==> src/alid_pkg.sv <==
// ----------------------------------------------------------------------------
// alid_pkg: shared definitions for the array list core
// Operation and status codes, sequencer states and default sizes.
// ----------------------------------------------------------------------------
package alid_pkg;

	// Default sizes of the list storage.
	localparam int unsigned DEPTH_DEF      = 32;
	localparam int unsigned DATA_WIDTH_DEF = 32;

	// Fixed field widths of the request and result transfers.
	localparam int unsigned OP_W     = 2;
	localparam int unsigned VALUE_W  = 32;
	localparam int unsigned POS_W    = 6;
	localparam int unsigned STATUS_W = 2;
	localparam int unsigned IDX_W    = 5;
	localparam int unsigned CNT_W    = 6;

	// Request operation codes.
	localparam logic [OP_W-1:0] OP_INSERT = 2'd0;
	localparam logic [OP_W-1:0] OP_DELETE = 2'd1;
	localparam logic [OP_W-1:0] OP_FIND   = 2'd2;

	// Result status codes.
	typedef enum logic [STATUS_W-1:0] {
		ST_OK       = 2'd0,
		ST_FULL     = 2'd1,
		ST_BADPOS   = 2'd2,
		ST_NOTFOUND = 2'd3
	} status_t;

	// Sequencer states.
	typedef enum logic [2:0] {
		S_IDLE,
		S_INS,
		S_DEL,
		S_FIND,
		S_DONE
	} state_t;

endpackage

==> src/alid_ram.sv <==
// ----------------------------------------------------------------------------
// alid_ram: list storage
// Single write port and single read port, read data registered.
// ----------------------------------------------------------------------------
module alid_ram
	import alid_pkg::*;
#(
	parameter int unsigned DEPTH      = DEPTH_DEF,
	parameter int unsigned DATA_WIDTH = DATA_WIDTH_DEF
) (
	input  logic                       clk,
	input  logic                       we,
	input  logic [$clog2(DEPTH)-1:0]   waddr,
	input  logic [DATA_WIDTH-1:0]      wdata,
	input  logic [$clog2(DEPTH)-1:0]   raddr,
	output logic [DATA_WIDTH-1:0]      rdata
);

	logic [DATA_WIDTH-1:0] mem_q [DEPTH];
	logic [DATA_WIDTH-1:0] rdata_q;

	// Write port.
	always_ff @(posedge clk) begin
		if (we) begin
			mem_q[waddr] <= wdata;
		end
	end

	// Registered read port.
	always_ff @(posedge clk) begin
		rdata_q <= mem_q[raddr];
	end

	assign rdata = rdata_q;

endmodule

==> src/array_list_insert_delete_find_core.sv <==
// ----------------------------------------------------------------------------
// array_list_insert_delete_find_core: ordered list with insert, delete, find
// A sequencer walks the list storage one entry per cycle to shift entries
// for insert and delete, or to compare them against the key for find.
// ----------------------------------------------------------------------------
// Requests are handled one at a time: a new request is taken only when the
// sequencer is idle, after the last result has been loaded for output.
// Reset: arst_n clears the count (list empty) and the control state; the
// storage words are not cleared, since only written entries are ever read.
module array_list_insert_delete_find_core
	import alid_pkg::*;
#(
	parameter int unsigned DEPTH      = DEPTH_DEF,
	parameter int unsigned DATA_WIDTH = DATA_WIDTH_DEF
) (
	input  logic        clk,
	input  logic        arst_n,
	input  logic        s_axis_tvalid,
	output logic        s_axis_tready,
	// op [1:0], value [33:2], position [39:34]
	input  logic [39:0] s_axis_tdata,
	output logic        m_axis_tvalid,
	input  logic        m_axis_tready,
	// status [1:0], found_index [6:2], entry_count [12:7], zero [15:13]
	output logic [15:0] m_axis_tdata
);

	localparam int unsigned AW   = $clog2(DEPTH);
	localparam int unsigned CW   = $clog2(DEPTH + 1);
	localparam int unsigned CMPW = ((CW > POS_W) ? CW : POS_W) + 1;
	localparam int unsigned VW   = (DATA_WIDTH < VALUE_W) ? DATA_WIDTH : VALUE_W;

	// Request fields.
	logic [OP_W-1:0]    in_op;
	logic [VALUE_W-1:0] in_value;
	logic [POS_W-1:0]   in_pos;
	logic [CMPW-1:0]    pos_ext;
	logic [CMPW-1:0]    cnt_ext;
	logic               accept;

	assign in_op    = s_axis_tdata[1:0];
	assign in_value = s_axis_tdata[33:2];
	assign in_pos   = s_axis_tdata[39:34];

	// Control and data registers.
	state_t                state_q, state_d;
	logic [CW-1:0]         count_q;
	logic [CW-1:0]         moves_q;
	logic [AW-1:0]         rd_ptr_q;
	logic [AW-1:0]         ins_addr_q;
	logic [DATA_WIDTH-1:0] val_q;
	status_t               res_status_q;
	logic [IDX_W-1:0]      res_idx_q;
	logic                  rd_vld_s1;
	logic [AW-1:0]         rd_addr_s1;
	logic                  m_valid_q;
	logic [15:0]           m_data_q;

	// Decoded request.
	state_t        dec_state;
	status_t       dec_status;
	logic [CW-1:0] dec_moves;
	logic [AW-1:0] dec_ptr;

	// Walk control.
	logic                  walk_done;
	logic                  issue;
	logic                  hit;
	logic                  out_load;
	logic                  ram_we;
	logic [AW-1:0]         ram_waddr;
	logic [DATA_WIDTH-1:0] ram_wdata;
	logic [DATA_WIDTH-1:0] ram_rdata;

	assign s_axis_tready = (state_q == S_IDLE);
	assign accept        = s_axis_tvalid && s_axis_tready;
	assign pos_ext       = CMPW'(in_pos);
	assign cnt_ext       = CMPW'(count_q);

	// Request checks and walk setup.
	always_comb begin
		dec_state  = S_DONE;
		dec_status = ST_OK;
		dec_moves  = '0;
		dec_ptr    = '0;
		unique case (in_op)
			OP_INSERT: begin
				if (count_q >= CW'(DEPTH)) begin
					dec_status = ST_FULL;
				end else if (in_pos == '0 || pos_ext > cnt_ext + CMPW'(1)) begin
					dec_status = ST_BADPOS;
				end else begin
					dec_state = S_INS;
					dec_moves = CW'(cnt_ext - pos_ext + CMPW'(1));
					dec_ptr   = AW'(cnt_ext - CMPW'(1));
				end
			end
			OP_DELETE: begin
				if (in_pos == '0 || pos_ext > cnt_ext) begin
					dec_status = ST_BADPOS;
				end else begin
					dec_state = S_DEL;
					dec_moves = CW'(cnt_ext - pos_ext);
					dec_ptr   = AW'(pos_ext);
				end
			end
			OP_FIND: begin
				dec_state  = S_FIND;
				dec_status = ST_NOTFOUND;
				dec_moves  = count_q;
			end
			default: begin
				dec_status = ST_BADPOS;
			end
		endcase
	end

	assign walk_done = (moves_q == '0) && !rd_vld_s1;
	assign hit       = (state_q == S_FIND) && rd_vld_s1 && (ram_rdata == val_q);
	assign out_load  = (state_q == S_DONE) && (!m_valid_q || m_axis_tready);

	// Next state.
	always_comb begin
		state_d = state_q;
		unique case (state_q)
			S_IDLE: begin
				if (accept) begin
					state_d = dec_state;
				end
			end
			S_INS, S_DEL: begin
				if (walk_done) begin
					state_d = S_DONE;
				end
			end
			S_FIND: begin
				if (hit || walk_done) begin
					state_d = S_DONE;
				end
			end
			S_DONE: begin
				if (out_load) begin
					state_d = S_IDLE;
				end
			end
			default: begin
				state_d = S_IDLE;
			end
		endcase
	end

	// Storage access for each state.
	always_comb begin
		issue     = 1'b0;
		ram_we    = 1'b0;
		ram_waddr = rd_addr_s1;
		ram_wdata = ram_rdata;
		unique case (state_q)
			S_INS: begin
				issue = (moves_q != '0);
				if (rd_vld_s1) begin
					ram_we    = 1'b1;
					ram_waddr = rd_addr_s1 + AW'(1);
				end else if (moves_q == '0) begin
					ram_we    = 1'b1;
					ram_waddr = ins_addr_q;
					ram_wdata = val_q;
				end
			end
			S_DEL: begin
				issue = (moves_q != '0);
				if (rd_vld_s1) begin
					ram_we    = 1'b1;
					ram_waddr = rd_addr_s1 - AW'(1);
				end
			end
			S_FIND: begin
				issue = (moves_q != '0) && !hit;
			end
			S_IDLE, S_DONE: begin
				issue = 1'b0;
			end
			default: begin
				issue = 1'b0;
			end
		endcase
	end

	alid_ram #(
		.DEPTH      (DEPTH),
		.DATA_WIDTH (DATA_WIDTH)
	) u_ram (
		.clk   (clk),
		.we    (ram_we),
		.waddr (ram_waddr),
		.wdata (ram_wdata),
		.raddr (rd_ptr_q),
		.rdata (ram_rdata)
	);

	// Sequencer state, count and walk counters.
	always_ff @(posedge clk or negedge arst_n) begin
		if (!arst_n) begin
			state_q   <= S_IDLE;
			count_q   <= '0;
			moves_q   <= '0;
			rd_vld_s1 <= 1'b0;
		end else begin
			state_q   <= state_d;
			rd_vld_s1 <= issue;
			if (accept) begin
				moves_q <= dec_moves;
			end else if (issue) begin
				moves_q <= moves_q - CW'(1);
			end
			if (state_q == S_INS && walk_done) begin
				count_q <= count_q + CW'(1);
			end else if (state_q == S_DEL && walk_done) begin
				count_q <= count_q - CW'(1);
			end
		end
	end

	// Read pointer, request payload and result fields.
	always_ff @(posedge clk) begin
		if (accept) begin
			rd_ptr_q     <= dec_ptr;
			ins_addr_q   <= AW'(pos_ext - CMPW'(1));
			val_q        <= DATA_WIDTH'(in_value[VW-1:0]);
			res_status_q <= dec_status;
			res_idx_q    <= '0;
		end else if (issue) begin
			if (state_q == S_INS) begin
				rd_ptr_q <= rd_ptr_q - AW'(1);
			end else begin
				rd_ptr_q <= rd_ptr_q + AW'(1);
			end
		end
		if (issue) begin
			rd_addr_s1 <= rd_ptr_q;
		end
		if (hit) begin
			res_status_q <= ST_OK;
			res_idx_q    <= IDX_W'(rd_addr_s1);
		end
	end

	// Result output register.
	always_ff @(posedge clk or negedge arst_n) begin
		if (!arst_n) begin
			m_valid_q <= 1'b0;
		end else if (out_load) begin
			m_valid_q <= 1'b1;
		end else if (m_axis_tready) begin
			m_valid_q <= 1'b0;
		end
	end

	always_ff @(posedge clk) begin
		if (out_load) begin
			m_data_q <= {3'b000, CNT_W'(count_q), res_idx_q, res_status_q};
		end
	end

	assign m_axis_tvalid = m_valid_q;
	assign m_axis_tdata  = m_data_q;

endmodule

==> config.mk <==
export PLATFORM = sky130hd
export DESIGN_NAME = array_list_insert_delete_find_core
export DESIGN_NICKNAME = d
export VERILOG_FILES = /design/src/alid_pkg.sv /design/src/alid_ram.sv /design/src/array_list_insert_delete_find_core.sv
export SDC_FILE = /design/constraint.sdc
export NUM_CORES = 1
export LEC_CHECK = 0
export BUFFER_PORTS_ARGS = -buffer_cell sky130_fd_sc_hd__buf_2
export CELL_PAD_IN_SITES_DETAIL_PLACEMENT = 0
export CELL_PAD_IN_SITES_GLOBAL_PLACEMENT = 1
export CORE_ASPECT_RATIO = 1.25
export CORE_MARGIN = 2
export CORE_UTILIZATION = 35
export DETAILED_ROUTE_END_ITERATION = 16
export PLACE_DENSITY = 0.64
export SYNTH_ARGS = -nofsm -noshare
export SYNTH_HDL_FRONTEND = slang
export SYNTH_SLANG_ARGS = --single-unit
==> constraint.sdc <==
create_clock -name clk -period 4.4 [get_ports clk]
set_input_delay 1.1 -clock clk [delete_from_list [all_inputs] [get_ports clk]]
set_output_delay 1.1 -clock clk [all_outputs]
set_load 0.01 [all_outputs]
==> flow_summary.ini <==
[outcome]
status = completed

[detailed_routing]
finalWirelength_um = 107000
drt_first_pass_iters = 7
via_per_inst = 5.23
postRouteAntennaNets = 0
vias = 20700
wl_per_cell_um = 27.1
drt_iter0_markers = 2019
drt_drc_violations_left = 0

[synthesis]
yosysMostFrequentCell = edfxtp_1
synth.largest_area_cell = edfxtp_1
synth_common_cells = edfxtp_1, mux4_2, mux2_2, nor2_1, clkbuf_1
yosys_warnings = 0
synth-edff-count = 1089
ys_seq_area_frac = 0.753
synthArstFlopShare = 0.0149
netlist.area_leader.share = 0.729
netlist_instances = 2019
synth_top_flop_cell = edfxtp_1
synth.avg_cell_area_sq_um = 22.2
synth_area_sq_um = 44900
ys_ff_latch = 1140
yosysUniqueCellTypes = 72
ys_top_cells_by_area = edfxtp_1, mux4_2, mux2_2

[clocking]
cts_tree = yes
cts_resized = 0
cts-root-buf = clkbuf_16
worstSkewPairLatency_ps = 730
clockBufferDepth = 3
htreeDepth = 3
clkTransAtPathRegs_ps = 60
cts_sinks = 1140
cts_setup_buffers = 0
ctsHoldBuffers = 0
cts_buffers = 111

[sta]
max_freq_mhz = 268
setup_viol_count_final = 0
period_share = 0.847
skew_ps = 43.7
relSlewSlack = 0.278
tightest_slew_ps = 1070
period_needed_ps = 3730
drv_slew = 0
hold_viol = 0
rsz0062_at_grt = false
tns_ps = 0

[floorplan]
num_rows = 146
die_height_um = 404
initial_core_util = 0.353
core-area_sq_um = 127000
die_w_um = 324
die_area_sq_um = 131000
io_pins = 62

[final_layout]
multi_input_area_sq_um = 10700
fill_cells = 11000
register_area_sq_um = 33800
diodes = 0
drive_gt1_frac = 0.322
areaGrowthSynthToFinish_pct = 15.3
fin_nets = 2241
finalInstanceArea_sq_um = 51700

[grt]
overflow = 0
use_met3 = 0.0296
grt-busiest-layer = met2
grt_use_met2 = 0.290
grt_use_total = 0.166
grt_max_degree = 95
grt_pass1_wl_um = 156000
grt_pass1_vias = 22100
antenna_found_initial = 1
grt_util_met1 = 0.205

[setup_path]
path_cells = nand2b_1 > nand2b_2 > inv_2 > nand3_1 > nor2_4 > buf_4 > inv_1 > ha_1 > a21o_1 > a21oi_1 > o21bai_1 > a21oi_1 > xnor2_1 > nor2_1 > xor2_1
critPathLaunchType = register
critical-path-top-delay-family = buffers and inverters
crit_arrival_ps = 4320
cp_common_cell = a21oi_1
required_ps = 4990
critical_path.max_stage_delay_ps = 560
crit_path_end_kind = register
worstPathMaxFanout = 33
crit_buf_inv = 3
setup.worst_path.class = register to register
slowest_stage = dfrtp_1

[min_path]
min_path_type = input pin to async pin

[place]
hpwl_um = 63600
gp_congestion = 0.819
dpl_cell_area_sq_um = 48200
portBuffers = 58

[pwr]
p_leak_nw = 11.4
peakVddDrop_mv = 0.331
powerDensity_nw_per_um2 = 408

[job]
max_cap_viol_count = 0
-- registers in the layout (all words and copies together) (netlist names), 2 cells and up --
register and count:
count_q 6, moves_q 6, state_q 3, res_idx_q 5, val_q 32, rd_ptr_q 5, m_axis_tdata 13, u_ram.rdata 32
rd_addr_s1 5, ins_addr_q 5, u_ram.mem_q 1024, res_status_q 2
-- where the power goes --
| group | switching, mW | leakage, nW | internal [mW] |
|---|---|---|---|
| Sequential | 0.0000000000000000177 | 6.82 | 11.7 |
| Combinational | 0.0453 | 2.87 | 0.0322 |
| Clock | 4.07 | 1.74 | 5.24 |
-- metrics by stage --
step	hold WS (ps)	utilization	power, mW	setup WS (ps)	cells
5_1_grt	335	0.408	21.7	371	3964
2_1_floorplan	400	-	12.0	600	2021
4_1_cts	290	0.408	21.3	621	3964
3_5_place_dp	416	0.379	12.0	637	3755
6_report	323	0.408	21.1	675	3964
3_3_place_gp	410	0.379	12.0	568	3755
-- logic make-up (layout without fill, tap and decap cells) --
kind of cell    count (synthesis)  after routing  synth area share
other cells                     1              3         0.0000836
fa+ha+maj                      31             31           0.00915
xor+xnor                       63             63            0.0123
compound gates                 97             97            0.0148
simple gates                  168            168            0.0194
flops                        1140           1140             0.753
buf+inv                       132            373            0.0134
mux                           387            387             0.177
-- cell type report --
class,count,area share
sequential,1140,0.653
multi-input combinational,749,0.207
clock buffer,145,0.0573
tap,1702,0.0412
timing repair buffer,134,0.0270
clock inverter,64,0.0118
inverter,30,0.00218
-- worst paths after layout --
check | from | endpoint | slack (ps) | cells after the start
worst min-delay path | arst_n | state_q[0] | 320 | 1
worst max-delay path | state_q[0] | count_q[5] | 670 | 15
worst max register to register | state_q[0] | count_q[5] | 670 | 15
max in group asynchronous | arst_n | moves_q[2] | 3730 | 1
min in group clk | res_idx_q[3] | m_axis_tdata[5] | 430 | 0
worst min register to register | res_idx_q[3] | m_axis_tdata[5] | 430 | 0
-- cells in the final DEF (no fill, tap or decap), types with 20 or more instances in the layout --
| master | synthesis | layout |
|---|---|---|
| a21oi_1 | 30 | 30 |
| clkbuf_16 | 0 | 112 |
| edfxtp_1 | 1089 | 1089 |
| nand3_1 | 21 | 21 |
| xor2_1 | 44 | 44 |
| clkbuf_1 | 50 | 29 |
| nand2_1 | 27 | 27 |
| dfxtp_1 | 34 | 34 |
| nor2_4 | 0 | 33 |
| buf_2 | 25 | 58 |
| mux2_2 | 66 | 66 |
| ha_1 | 28 | 28 |
| buf_4 | 12 | 33 |
| buf_12 | 0 | 43 |
| clkinv_1 | 1 | 25 |
| nor2_1 | 52 | 20 |
| mux4_2 | 320 | 320 |
| inv_1 | 27 | 27 |
-- routing by layer --
metal | vias up | part of all wire
li1 | 8756 | -
met1 | 11200 | 0.39
met2 | 599 | 0.52
met3 | 159 | 0.050
met4 | 0 | 0.036
met5 | - | 0
Power figures use the tool's default switching activity.
